--- config.mk ---
export PLATFORM = sky130hd
export DESIGN_NAME = nmea_sentence_validator
export DESIGN_NICKNAME = d
export VERILOG_FILES = /design/src/sv/nsv_pkg.sv /design/src/sv/nsv_input_reg.sv /design/src/sv/nsv_parser.sv /design/src/sv/nsv_result_reg.sv /design/src/sv/nmea_sentence_validator.sv
export SDC_FILE = /design/constraint.sdc
export NUM_CORES = 1
export LEC_CHECK = 0
export ABC_AREA = 1
export BUFFER_PORTS_ARGS = -buffer_cell sky130_fd_sc_hd__buf_2
export CAP_MARGIN = 5
export CORE_ASPECT_RATIO = 0.5
export CORE_MARGIN = 4
export CORE_UTILIZATION = 30
export CTS_CLUSTER_DIAMETER = 100
export CTS_CLUSTER_SIZE = 8
export DETAILED_ROUTE_END_ITERATION = 10
export GPL_TIMING_DRIVEN = 1
export SKIP_LAST_GASP = 1
export SLEW_MARGIN = 15
export SYNTH_ARGS = -nofsm -noshare
export SYNTH_HDL_FRONTEND = slang
export SYNTH_HIERARCHICAL = 1
export SYNTH_SLANG_ARGS = --single-unit
--- constraint.sdc ---
create_clock -name clock -period 2.5 [get_ports clock]
set_input_delay 0.375 -clock clock [delete_from_list [all_inputs] [get_ports clock]]
set_output_delay 0.375 -clock clock [all_outputs]
set_load 0.01 [all_outputs]
--- src/sv/nsv_pkg.sv ---
// ----------------------------------------------------------------------------
// nsv_pkg: shared types and constants for the NMEA sentence validator
// Phase encoding, status and kind codes, ASCII codes, address lookup.
// ----------------------------------------------------------------------------
`default_nettype none

package nsv_pkg;

   typedef enum logic [1:0] {
      PH_IDLE,
      PH_BODY,
      PH_HEX1,
      PH_HEX2
   } phase_type;

   localparam logic [2:0] ST_OK         = 3'd0;
   localparam logic [2:0] ST_CHECKSUM   = 3'd1;
   localparam logic [2:0] ST_UNKNOWN    = 3'd2;
   localparam logic [2:0] ST_FIELDS     = 3'd3;
   localparam logic [2:0] ST_INCOMPLETE = 3'd4;

   localparam int unsigned NUM_KINDS    = 10;
   localparam logic [3:0]  KIND_UNKNOWN = 4'd10;

   localparam logic [7:0] CH_DOLLAR = 8'h24;
   localparam logic [7:0] CH_STAR   = 8'h2A;
   localparam logic [7:0] CH_COMMA  = 8'h2C;
   localparam logic [7:0] CH_CR     = 8'h0D;
   localparam logic [7:0] CH_LF     = 8'h0A;

   localparam logic [39:0] TYPE_NAMES [NUM_KINDS] = '{
      "GPGGA", "GPGSA", "GPGSV", "GPRMC", "GPVTG",
      "GPGLL", "GPZDA", "GPGST", "GPHDT", "GPGRS"
   };

   typedef struct packed {
      logic [2:0] status;
      logic [3:0] sentence_kind;
      logic [4:0] field_total;
      logic [7:0] computed_sum;
      logic [7:0] received_sum;
   } result_type;

   // {valid, value}; valid low for a non-hex byte
   function automatic logic [4:0] hex_value(input logic [7:0] b);
      logic [4:0] r;
      r = 5'd0;
      if (b >= 8'h30 && b <= 8'h39) begin
         r = {1'b1, 4'(b - 8'h30)};
      end else if (b >= 8'h41 && b <= 8'h46) begin
         r = {1'b1, 4'(b - 8'h37)};
      end else if (b >= 8'h61 && b <= 8'h66) begin
         r = {1'b1, 4'(b - 8'h57)};
      end
      return r;
   endfunction

   function automatic logic [3:0] classify(input logic [39:0] addr,
                                           input logic [2:0]  len,
                                           input logic        has_comma);
      logic [3:0] k;
      k = KIND_UNKNOWN;
      if (has_comma && len == 3'd5) begin
         for (int i = NUM_KINDS - 1; i >= 0; i--) begin
            if (addr == TYPE_NAMES[i]) k = 4'(i);
         end
      end
      return k;
   endfunction

   function automatic logic [4:0] expected_fields(input logic [3:0] kind);
      logic [4:0] r;
      case (kind)
         4'd0:    r = 5'd16;
         4'd1:    r = 5'd19;
         4'd2:    r = 5'd20;
         4'd3:    r = 5'd12;
         4'd4:    r = 5'd10;
         4'd5:    r = 5'd8;
         4'd6:    r = 5'd7;
         4'd7:    r = 5'd9;
         4'd8:    r = 5'd3;
         4'd9:    r = 5'd16;
         default: r = 5'd0;
      endcase
      return r;
   endfunction

endpackage

`default_nettype wire

--- src/sv/nsv_input_reg.sv ---
// ----------------------------------------------------------------------------
// nsv_input_reg: input byte register
// Captures one byte per cycle while req_ready is high; holds it until the parser consumes it.
// ----------------------------------------------------------------------------
`default_nettype none

module nsv_input_reg (
   input  wire logic       clock,
   input  wire logic       reset,
   input  wire logic       req_valid,
   output logic            req_ready,
   input  wire logic [7:0] req_rx_byte,
   input  wire logic       advance,
   output logic            byte_valid,
   output logic [7:0]      rx_byte
);

   logic       valid_ff, valid_in;
   logic [7:0] byte_ff,  byte_in;

   assign req_ready = !valid_ff || advance;

   always_comb begin
      valid_in = valid_ff;
      byte_in  = byte_ff;
      if (req_ready) begin
         valid_in = req_valid;
         byte_in  = req_rx_byte;
      end
   end

   always_ff @(posedge clock) begin
      if (reset) begin
         valid_ff <= 1'b0;
      end else begin
         valid_ff <= valid_in;
      end
      byte_ff <= byte_in;
   end

   assign byte_valid = valid_ff;
   assign rx_byte    = byte_ff;

endmodule

`default_nettype wire

--- src/sv/nsv_parser.sv ---
// ----------------------------------------------------------------------------
// nsv_parser: sentence state and verdict logic
// Updates phase, checksum, address and comma count for each consumed byte
// and flags the byte that closes a sentence.
// ----------------------------------------------------------------------------
`default_nettype none

module nsv_parser #(
   parameter int unsigned MAX_FIELDS = 31
) (
   input  wire logic       clock,
   input  wire logic       reset,
   input  wire logic       advance,
   input  wire logic [7:0] rx_byte,
   output logic            res_valid,
   output nsv_pkg::result_type result
);

   localparam int unsigned CW = $clog2(MAX_FIELDS);
   localparam logic [CW-1:0] COMMA_MAX = CW'(MAX_FIELDS - 1);

   nsv_pkg::phase_type phase_ff, phase_in;
   logic [7:0]  xor_ff,   xor_in;
   logic [39:0] addr_ff,  addr_in;
   logic [2:0]  len_ff,   len_in;
   logic [CW-1:0] comma_ff, comma_in;
   logic [3:0]  hi_ff,    hi_in;

   logic          is_dollar, is_eol, is_star, is_comma;
   logic [4:0]    hexv;
   logic [3:0]    kind;
   logic [CW:0]   total;
   logic [7:0]    received;

   assign is_dollar = (rx_byte == nsv_pkg::CH_DOLLAR);
   assign is_eol    = (rx_byte == nsv_pkg::CH_CR) || (rx_byte == nsv_pkg::CH_LF);
   assign is_star   = (rx_byte == nsv_pkg::CH_STAR);
   assign is_comma  = (rx_byte == nsv_pkg::CH_COMMA);
   assign hexv      = nsv_pkg::hex_value(rx_byte);
   assign kind      = nsv_pkg::classify(addr_ff, len_ff, comma_ff != '0);
   assign total     = {1'b0, comma_ff} + (CW+1)'(1);
   assign received  = {hi_ff, hexv[3:0]};

   // next phase
   always_comb begin
      phase_in = phase_ff;
      case (phase_ff)
         nsv_pkg::PH_BODY: begin
            if (is_dollar)    phase_in = nsv_pkg::PH_BODY;
            else if (is_eol)  phase_in = nsv_pkg::PH_IDLE;
            else if (is_star) phase_in = nsv_pkg::PH_HEX1;
         end
         nsv_pkg::PH_HEX1: begin
            if (!hexv[4])     phase_in = is_dollar ? nsv_pkg::PH_BODY : nsv_pkg::PH_IDLE;
            else              phase_in = nsv_pkg::PH_HEX2;
         end
         nsv_pkg::PH_HEX2: begin
            if (!hexv[4] && is_dollar) phase_in = nsv_pkg::PH_BODY;
            else                       phase_in = nsv_pkg::PH_IDLE;
         end
         default: begin
            phase_in = is_dollar ? nsv_pkg::PH_BODY : nsv_pkg::PH_IDLE;
         end
      endcase
   end

   // sentence data and result
   always_comb begin
      logic open_new;
      open_new = 1'b0;
      xor_in   = xor_ff;
      addr_in  = addr_ff;
      len_in   = len_ff;
      comma_in = comma_ff;
      hi_in    = hi_ff;
      res_valid              = 1'b0;
      result.status          = nsv_pkg::ST_INCOMPLETE;
      result.sentence_kind   = kind;
      result.field_total     = total[4:0];
      result.computed_sum    = xor_ff;
      result.received_sum    = 8'd0;
      case (phase_ff)
         nsv_pkg::PH_BODY: begin
            if (is_dollar) begin
               open_new = 1'b1;
            end else if (is_eol) begin
               res_valid = 1'b1;
            end else if (!is_star) begin
               xor_in = xor_ff ^ rx_byte;
               if (is_comma) begin
                  if (comma_ff < COMMA_MAX) comma_in = comma_ff + CW'(1);
               end else if (comma_ff == '0) begin
                  if (len_ff < 3'd5) begin
                     addr_in = {addr_ff[31:0], rx_byte};
                     len_in  = len_ff + 3'd1;
                  end else begin
                     len_in  = 3'd6;
                  end
               end
            end
         end
         nsv_pkg::PH_HEX1, nsv_pkg::PH_HEX2: begin
            if (!hexv[4]) begin
               res_valid = 1'b1;
               open_new  = is_dollar;
            end else if (phase_ff == nsv_pkg::PH_HEX1) begin
               hi_in = hexv[3:0];
            end else begin
               res_valid           = 1'b1;
               result.received_sum = received;
               if (kind == nsv_pkg::KIND_UNKNOWN)
                  result.status = nsv_pkg::ST_UNKNOWN;
               else if (received != xor_ff)
                  result.status = nsv_pkg::ST_CHECKSUM;
               else if (total != (CW+1)'(nsv_pkg::expected_fields(kind)))
                  result.status = nsv_pkg::ST_FIELDS;
               else
                  result.status = nsv_pkg::ST_OK;
            end
         end
         default: begin
            open_new = is_dollar;
         end
      endcase
      if (open_new) begin
         xor_in   = 8'd0;
         addr_in  = 40'd0;
         len_in   = 3'd0;
         comma_in = '0;
         hi_in    = 4'd0;
      end
   end

   always_ff @(posedge clock) begin
      if (reset) begin
         phase_ff <= nsv_pkg::PH_IDLE;
         xor_ff   <= 8'd0;
         addr_ff  <= 40'd0;
         len_ff   <= 3'd0;
         comma_ff <= '0;
         hi_ff    <= 4'd0;
      end else if (advance) begin
         phase_ff <= phase_in;
         xor_ff   <= xor_in;
         addr_ff  <= addr_in;
         len_ff   <= len_in;
         comma_ff <= comma_in;
         hi_ff    <= hi_in;
      end
   end

endmodule

`default_nettype wire

--- src/sv/nsv_result_reg.sv ---
// ----------------------------------------------------------------------------
// nsv_result_reg: result register
// Holds one verdict until the receiver takes it.
// ----------------------------------------------------------------------------
`default_nettype none

module nsv_result_reg (
   input  wire logic   clock,
   input  wire logic   reset,
   input  wire logic   load,
   input  wire nsv_pkg::result_type result,
   output logic        free,
   output logic        rsp_valid,
   input  wire logic   rsp_ready,
   output nsv_pkg::result_type held
);

   logic                valid_ff, valid_in;
   nsv_pkg::result_type data_ff,  data_in;

   assign free = !valid_ff || rsp_ready;

   always_comb begin
      valid_in = valid_ff && !rsp_ready;
      data_in  = data_ff;
      if (load) begin
         valid_in = 1'b1;
         data_in  = result;
      end
   end

   always_ff @(posedge clock) begin
      if (reset) begin
         valid_ff <= 1'b0;
      end else begin
         valid_ff <= valid_in;
      end
      data_ff <= data_in;
   end

   assign rsp_valid = valid_ff;
   assign held      = data_ff;

endmodule

`default_nettype wire

--- src/sv/nmea_sentence_validator.sv ---
// ----------------------------------------------------------------------------
// nmea_sentence_validator: NMEA 0183 sentence checksum and type checker
// Bytes of the stream enter on the req_ channel, one per item. A '$' opens a
// sentence; the block tracks the XOR checksum, the address and the field
// count, and emits one verdict on the rsp_ channel when a sentence ends
// (after the second checksum digit, on CR/LF, or on a bad checksum digit).
// Bytes outside a sentence produce no item.
// A byte that closes a sentence passes the input register, then the result
// register, before its result shows at rsp_valid.
// Throughput: one byte per cycle unless stalled; the input register frees
// whenever the result register is empty or being read, so a stall on rsp_ready
// holds at most one pending byte plus one result before req_ready drops.
// Reset (synchronous, active high) empties both registers and returns the
// parser to idle, outside any sentence, with checksum and counts cleared.
// field_total shows commas plus one, saturating at MAX_FIELDS, low 5 bits.
// ----------------------------------------------------------------------------
`default_nettype none

module nmea_sentence_validator #(
   parameter int unsigned MAX_FIELDS = 31
) (
   input  wire logic       clock,
   input  wire logic       reset,
   input  wire logic       req_valid,
   output logic            req_ready,
   input  wire logic [7:0] req_rx_byte,
   output logic            rsp_valid,
   input  wire logic       rsp_ready,
   output logic [2:0]      rsp_status,
   output logic [3:0]      rsp_sentence_kind,
   output logic [4:0]      rsp_field_total,
   output logic [7:0]      rsp_computed_sum,
   output logic [7:0]      rsp_received_sum
);

   logic                byte_valid;
   logic [7:0]          rx_byte;
   logic                advance;
   logic                out_free;
   logic                res_valid;
   nsv_pkg::result_type result;
   nsv_pkg::result_type held;

   assign advance = byte_valid && out_free;

   nsv_input_reg u_input_reg (
      .clock       (clock),
      .reset       (reset),
      .req_valid   (req_valid),
      .req_ready   (req_ready),
      .req_rx_byte (req_rx_byte),
      .advance     (advance),
      .byte_valid  (byte_valid),
      .rx_byte     (rx_byte)
   );

   nsv_parser #(
      .MAX_FIELDS (MAX_FIELDS)
   ) u_parser (
      .clock     (clock),
      .reset     (reset),
      .advance   (advance),
      .rx_byte   (rx_byte),
      .res_valid (res_valid),
      .result    (result)
   );

   nsv_result_reg u_result_reg (
      .clock     (clock),
      .reset     (reset),
      .load      (advance && res_valid),
      .result    (result),
      .free      (out_free),
      .rsp_valid (rsp_valid),
      .rsp_ready (rsp_ready),
      .held      (held)
   );

   assign rsp_status        = held.status;
   assign rsp_sentence_kind = held.sentence_kind;
   assign rsp_field_total   = held.field_total;
   assign rsp_computed_sum  = held.computed_sum;
   assign rsp_received_sum  = held.received_sum;

endmodule

`default_nettype wire

After elaboration in Yosys (flattened, before gate mapping)
Memory sizes are Yosys's and may differ from the RTL's.
Index checks and enable logic that the tools add are counted.
{"block": "classes", "addsub": 6, "n_lt_le_gt_ge": 8, "eq_ne": 27, "mux": 70, "bitwise": 3, "n_reduce_logical": 34}
{"cell": "== test 40 x 39 -> 1 bit (second input constant)", "count": 10}
{"cell": "2-to-1 mux 40 bit", "count": 8}
{"cell": "2-to-1 mux 5 bit", "count": 15}
{"cell": "2-to-1 mux 4 bit", "count": 13}
{"cell": "2-to-1 mux 8 bit", "count": 5}
{"cell": "2-to-1 mux 3 bit", "count": 10}
{"cell": "== test 8 x 6 -> 1 bit (second input constant)", "count": 3}
{"cell": "== test 8 x 4 -> 1 bit (second input constant)", "count": 2}
{"cell": "greater-or-equal comparator 8 x 7 -> 1 bit (second input constant)", "count": 2}
{"cell": "<= comparator 8 x 7 -> 1 bit (second input constant)", "count": 2}
{"cell": "nonzero test 2 bit", "count": 8}
{"cell": "2-to-1 mux 2 bit", "count": 7}
{"cell": "AND reduction 7 bit", "count": 2}
{"cell": "2-to-1 mux 1 bit", "count": 9}
{"cell": "greater-or-equal comparator 8 x 6 -> 1 bit (second input constant)", "count": 1}
{"cell": "<= comparator 8 x 6 -> 1 bit (second input constant)", "count": 1}
{"cell": "logical AND 1 bit", "count": 8}
{"cell": "inequality test 2 bit (second input constant)", "count": 4}
{"cell": "inequality test 8 bit", "count": 1}
{"cell": "AND reduction 8 bit", "count": 1}
{"cell": "subtractor 4 x 3 -> 4 bit (second input constant)", "count": 2}
{"cell": "bitwise XOR 8 bit", "count": 1}
{"cell": "adder 5 x 1 -> 6 bit (second input constant)", "count": 1}
{"cell": "inequality test 6 x 5 -> 1 bit", "count": 1}
{"cell": "other kinds (23)", "count": 31}
{"block": "totals", "ff_bits": 100, "rom_bits": 80, "inputBits": 12, "elab_cells": 164, "memories": 1}
{"memory": "(name not given)", "depth": 16, "word_bits": 5, "rd": 1, "rd_ports_with_merged_regs": 0, "write_ports": 0, "line": "nsv_pkg.sv:73", "source": "case (kind)"}

Longest topological paths before layout
An unclocked memory read counts as a cell.
{"block": "logic_depth", "word_depth": 22, "ltp_mapped": 22}

Modules after synthesis
Netlist, hierarchy kept.
{"module": "nsv_parser", "n_inst": 1, "cells_per_inst": 643, "area_per_inst_um2": 4202.8, "seq_area_each_um2": 1241.2}
{"module": "nsv_result_reg", "n_inst": 1, "cells_per_inst": 33, "area_per_inst_um2": 883.3, "seq_area_each_um2": 860.8}
{"module": "nsv_input_reg", "n_inst": 1, "cells_per_inst": 13, "area_per_inst_um2": 282.8, "seq_area_each_um2": 260.2}
{"module": "nmea_sentence_validator", "n_inst": 1, "cells_per_inst": 4, "area_per_inst_um2": 17.5, "seq_area_each_um2": 0.0}

Worst setup path after synthesis
OpenSTA, ideal clock, no wires.
{"block": "synth_path", "kind": "register -> register", "from": "reg u_input_reg.byte_ff[0] (netlist: u_input_reg/rx_byte[0])", "to": "reg u_result_reg.data_ff, in the netlist u_result_reg/held[0], enable pin", "setup_ps": 391, "t_arrival_ps": 2223, "required_time_ps": 2109, "path_slack_ps": -115, "stages_incl_launch_ff": 10, "synth_period_minus_slack_ps": 2615, "cell_sequence": "edfxtp_1 inv_1 ha_1 nor2_1 o21ai_0 nand2_1 nand2_1 a22oi_1 inv_1 nor2_2"}
{"block": "synth_between", "elab_chain_len": 8}
{"item": "start, declared", "line": "nsv_input_reg.sv:19", "source": "logic [7:0] byte_ff, byte_in;"}
{"item": "start signal, assigned", "line": "nsv_input_reg.sv:38", "source": "byte_ff <= byte_in;"}
{"item": "greater-or-equal comparator 8 x 7 -> 1 bit / <= comparator 8 x 7 -> 1 bit (equally long branches)", "line": "nsv_pkg.sv:52", "source": "end else if (b >= 8'h61 && b <= 8'h66) begin"}
{"item": "logical AND 1 bit", "line": "nsv_pkg.sv:52"}
{"item": "2-to-1 mux 5 bit", "line": "nsv_pkg.sv:52"}
{"item": "2-to-1 mux 5 bit", "line": "nsv_pkg.sv:50", "source": "end else if (b >= 8'h41 && b <= 8'h46) begin"}
{"item": "2-to-1 mux 5 bit", "line": "nsv_pkg.sv:48", "source": "if (b >= 8'h30 && b <= 8'h39) begin"}
{"item": "2-to-1 mux 1 bit", "line": "nsv_parser.sv:103", "source": "if (!hexv[4]) begin"}
{"item": "case mux 1 bit (2 select lines) *", "line": "nsv_parser.sv:82", "source": "case (phase_ff)"}
{"item": "via res_valid", "line": "nmea_sentence_validator.sv:40", "source": "logic res_valid;"}
{"item": "logical AND 1 bit *", "line": "nmea_sentence_validator.sv:71", "source": ".load (advance && res_valid),"}
{"item": "end signal, assigned", "line": "nsv_result_reg.sv:38", "source": "data_ff <= data_in;"}
{"item": "end, declared", "line": "nsv_result_reg.sv:19", "source": "nsv_pkg::result_type data_ff, data_in;"}
Mark *: on every way through the listed nets, which the timed path passes. The rest lies on a longest branch.
A chain may end at the register's enable or synchronous reset.

Final worst setup path
{"block": "layout_path", "from": "reg u_input_reg.byte_ff[0] (netlist: u_input_reg/rx_byte[0])", "to": "reg u_result_reg.data_ff, in the netlist u_result_reg/held[25], data pin"}
{"block": "layout_between", "elab_chain_len": 7}
{"item": "greater-or-equal comparator 8 x 7 -> 1 bit / <= comparator 8 x 7 -> 1 bit (equally long branches)", "line": "nsv_pkg.sv:52"}
{"item": "logical AND 1 bit", "line": "nsv_pkg.sv:52"}
{"item": "2-to-1 mux 5 bit", "line": "nsv_pkg.sv:52"}
{"item": "2-to-1 mux 5 bit", "line": "nsv_pkg.sv:50"}
{"item": "2-to-1 mux 5 bit *", "line": "nsv_pkg.sv:48"}
{"item": "inequality test 8 bit / inverter 1 bit (equally long branches)"}
{"item": "2-to-1 mux 3 bit / OR reduction 4 bit (equally long branches)"}
Every way passes the cells marked *; elsewhere a longest branch is shown, timed or not.

==> flow_summary.yaml <==
run_status:
  status: "finished, final reports clean"
setup_path:
  path_delay_family: "simple AND/OR/NAND/NOR gates"
  slowest_stage: "edfxtp_1"
  critPathMaxFanout: 4
  required_ns: 2.61
  critical_path_class: "flop to flop"
  crit_chain: "inv_2 -> ha_4 -> buf_4 -> nand2_1 -> o211ai_1 -> nand2_4 -> buf_4 -> inv_1 -> nor2_1 -> xor2_1 -> nor3_2 -> nand4_1 -> nand3_1 -> inv_1"
  cp.arrival_ns: 2.52
  critPathCaptureType: "flop"
  critPathLaunchType: "flop"
  max_stage_delay_ns: 0.44
  critPathBufInv: 5
clocking:
  cts.reportedPaths.clkPinSlew_ns: 0.07
  clock_latency_ns: 0.35
  clk_path_buf_depth: 2
  cts_root_buf: "clkbuf_16"
  cts_buffers: 9
  tritoncts: "built"
  h-tree-depth: 3
  clkSinkCount: 100
  cts_hold_buf: 0
route:
  via_count: 4858
  drt_wl_total_um: 14100
  drt_first_iter_violations: 389
  remaining_drc_errors: 0
  avgViaCountPerCell: 4.77
  wl_per_cell_um: 13.9
  postRouteAntennaNets: 0
  drt-pass1-iter-count: 5
yosys:
  ys_seq_elements: 100
  ys_warn_count: 6
  syn-instance-count: 693
  yosysSeqAreaShare_pct: 43.9
  synth-edff-count: 36
  synth_cell_types: 40
  synth.area.top_cells: "dfxtp_1, edfxtp_1, nand2_1"
  synth.most_common_cell: "nand2_1"
  synth.top_cell.area_share_pct: 23.8
  syn_area_um2: 5390
  synth_fp_nets: 713
  synth.avg_cell_area_um2: 7.77
  synth_flop_cell: "dfxtp_1"
  synth_top_cell_by_area: "dfxtp_1"
  synth.top_cells.by_count: "nand2_1, inv_1, nor2_1"
  ys_async_sr_fraction_pct: 0
sta:
  slew_violations: 0
  setup_violations: 0
  worst_pin_slew_ns: 0.650
  rsz0062_at_grt: "yes"
  fin_crit_sh_pct: 96.4
  maxSlewHeadroom_pct: 56.6
  min_period_ns: 2.41
  holdWs_ns: 0.203
  fmax_mhz: 415
  hold_violations: 0
  setup_ws_ns: 0.0897
  finClkSkew_ns: 0.00737
die:
  fp.dieW_um: 197
  start_util_pct: 30.8
  die-area_um2: 20300
  rows: 34
  core-area_um2: 17500
  die_h_um: 103
  ios: 42
layout:
  multi_input_area_um2: 2940
  antenna_cells: 0
  seq_area_um2: 2390
  area_delta_synth_final_pct: 30.4
  fin_area_um2: 7020
  drive_above_1_share_pct: 35.8
  final_core_utilization_pct: 40.2
  final_nets: 800
  n_fill_cell: 1691
power_and_ir_drop:
  p_int_uw: 2480
  power_frac_clock_pct: 41.6
  leakage_uw: 0.00271
  p_sw_share_pct: 24.6
  combPwrFrac_pct: 6.0
  power.density_nw_per_um2: 469
  power_switching_uw: 811
  seqPwrFrac_pct: 52.4
  ir_worst_vdd_mv: 0.278
hold_path:
  hp-class: "input port to flop"
global_routing:
  grt_pass1_wl_um: 22100
  grt_max_degree: 48
  grt_overflow_total: 0
  grt_util_all_layers_pct: 13.4
  grt_util_met1_pct: 18.4
  grtUsageMet3_pct: 2.32
  grt-busiest-layer: "met2"
  grt_antenna_before_repair: 0
  grt_pass1_vias: 4502
  met2_usage_pct: 22.0
place:
  dpl_cell_area_um2: 6060
  gp_congestion: 0.891
  dp_slack_ns: -0.0647
  hpwlAfterDp_um: 9990
  io_buffers: 41
flow_run:
  cap_violations: 0
## state kept, by name, summed over array words and instances, names as in the netlist
register,flops
u_parser/addr_ff,40
u_result_reg/held,28
u_input_reg/rx_byte,8
u_parser/xor_ff,8
u_parser/comma_ff,5
u_parser/hi_ff,4
u_parser/len_ff,3
u_parser/phase_ff,2
u_input_reg/byte_valid,1
u_result_reg/rsp_valid,1
## kinds of logic after synthesis
kind of cell             after synthesis  synth area share, %
AO/OA/AOI/OAI                        129                 16.0
XOR/XNOR                               8                 1.30
adder cells (fa/ha/maj)                8                 1.86
buffers and inverters                121                 9.43
flip-flops                           100                 43.9
AND/OR/NAND/NOR                      327                 27.6
## power by group through the flow
| stage | sequential [µW] | combinational, µW | clock, µW |
|---|---|---|---|
| finish | 1730 | 196 | 1370 |
| global route | 1730 | 216 | 1470 |
| CTS | 1720 | 167 | 1400 |
| detailed placement | 1760 | 165 | 0 |
| global placement | 1760 | 165 | 0 |
| floorplan | 1760 | 94.5 | 0 |
## final timing paths
check | from | end | slack, ns | cells after the start
worst max register to register | u_input_reg/rx_byte[0]$_DFFE_PP_ | u_result_reg/held[25]$_DFFE_PP_ | 0.09 | 14
worst min register to register | u_parser/xor_ff[7]$_SDFFE_PP0P_ | u_result_reg/held[15]$_DFFE_PP_ | 0.47 | 0
worst min-delay path | req_rx_byte[2] | u_input_reg/rx_byte[2]$_DFFE_PP_ | 0.20 | 1
worst max-delay path | u_input_reg/rx_byte[0]$_DFFE_PP_ | u_result_reg/held[25]$_DFFE_PP_ | 0.09 | 14
## worst register-to-register path, stage by stage (launching register included)
cell	delay [ns]
edfxtp_1	0.44
inv_2	0.12
ha_4	0.14
buf_4	0.12
nand2_1	0.05
o211ai_1	0.29
nand2_4	0.11
buf_4	0.15
inv_1	0.07
nor2_1	0.07
xor2_1	0.15
nor3_2	0.19
nand4_1	0.13
nand3_1	0.09
inv_1	0.05
## layout by cell type, fill, tap and decap left out, drive strengths merged
cell	count
inv	101
nor4	3
a211oi	28
nand3	39
nor3	15
a21oi	67
ha	8
edfxtp	36
o21ai	28
xnor2	1
and2	2
a31oi	4
nand4	25
buf	95
xor2	7
a22oi	1
dfxtp	64
nand3b	3
clkinv	5
nor2	94
clkbuf	11
clkinvlp	1
nand2	146
o211ai	1
## metrics by stage
stage | std cells | TNS [ns] | total power, µW
6_report | 1019 | 0 | 3290
5_1_grt | 1019 | -0.271 | 3420
4_1_cts | 998 | 0 | 3300
3_5_place_dp | 981 | -0.0647 | 1930
3_3_place_gp | 981 | -0.0270 | 1930
2_1_floorplan | 693 | 0 | 1850
## routing by layer
| layer | wire, µm | up-vias |
|---|---|---|
| met3 | 439 | 15 |
| li1 | - | 2463 |
| met2 | 6700 | 89 |
| met4 | 177 | 0 |
| met1 | 6810 | 2291 |
| met5 | 0 | - |
## layout make-up
type	instances	share of cell area [%]
inverters	100	5.38
clock buffers	9	3.21
flip-flops and latches	100	34.0
multi-input cells	472	41.8
well taps	234	4.17
clock inverters	7	1.03
repair buffers	97	10.4
## timing repair
item	4_1_cts	5_1_grt
setup buffers	1	19
setup endpoints to repair	2	33
gates resized for setup	3	155
endpoints found under the hold margin	0	0
gates cloned	0	2
pin swaps	1	54
(Power assumes the default switching activity.)
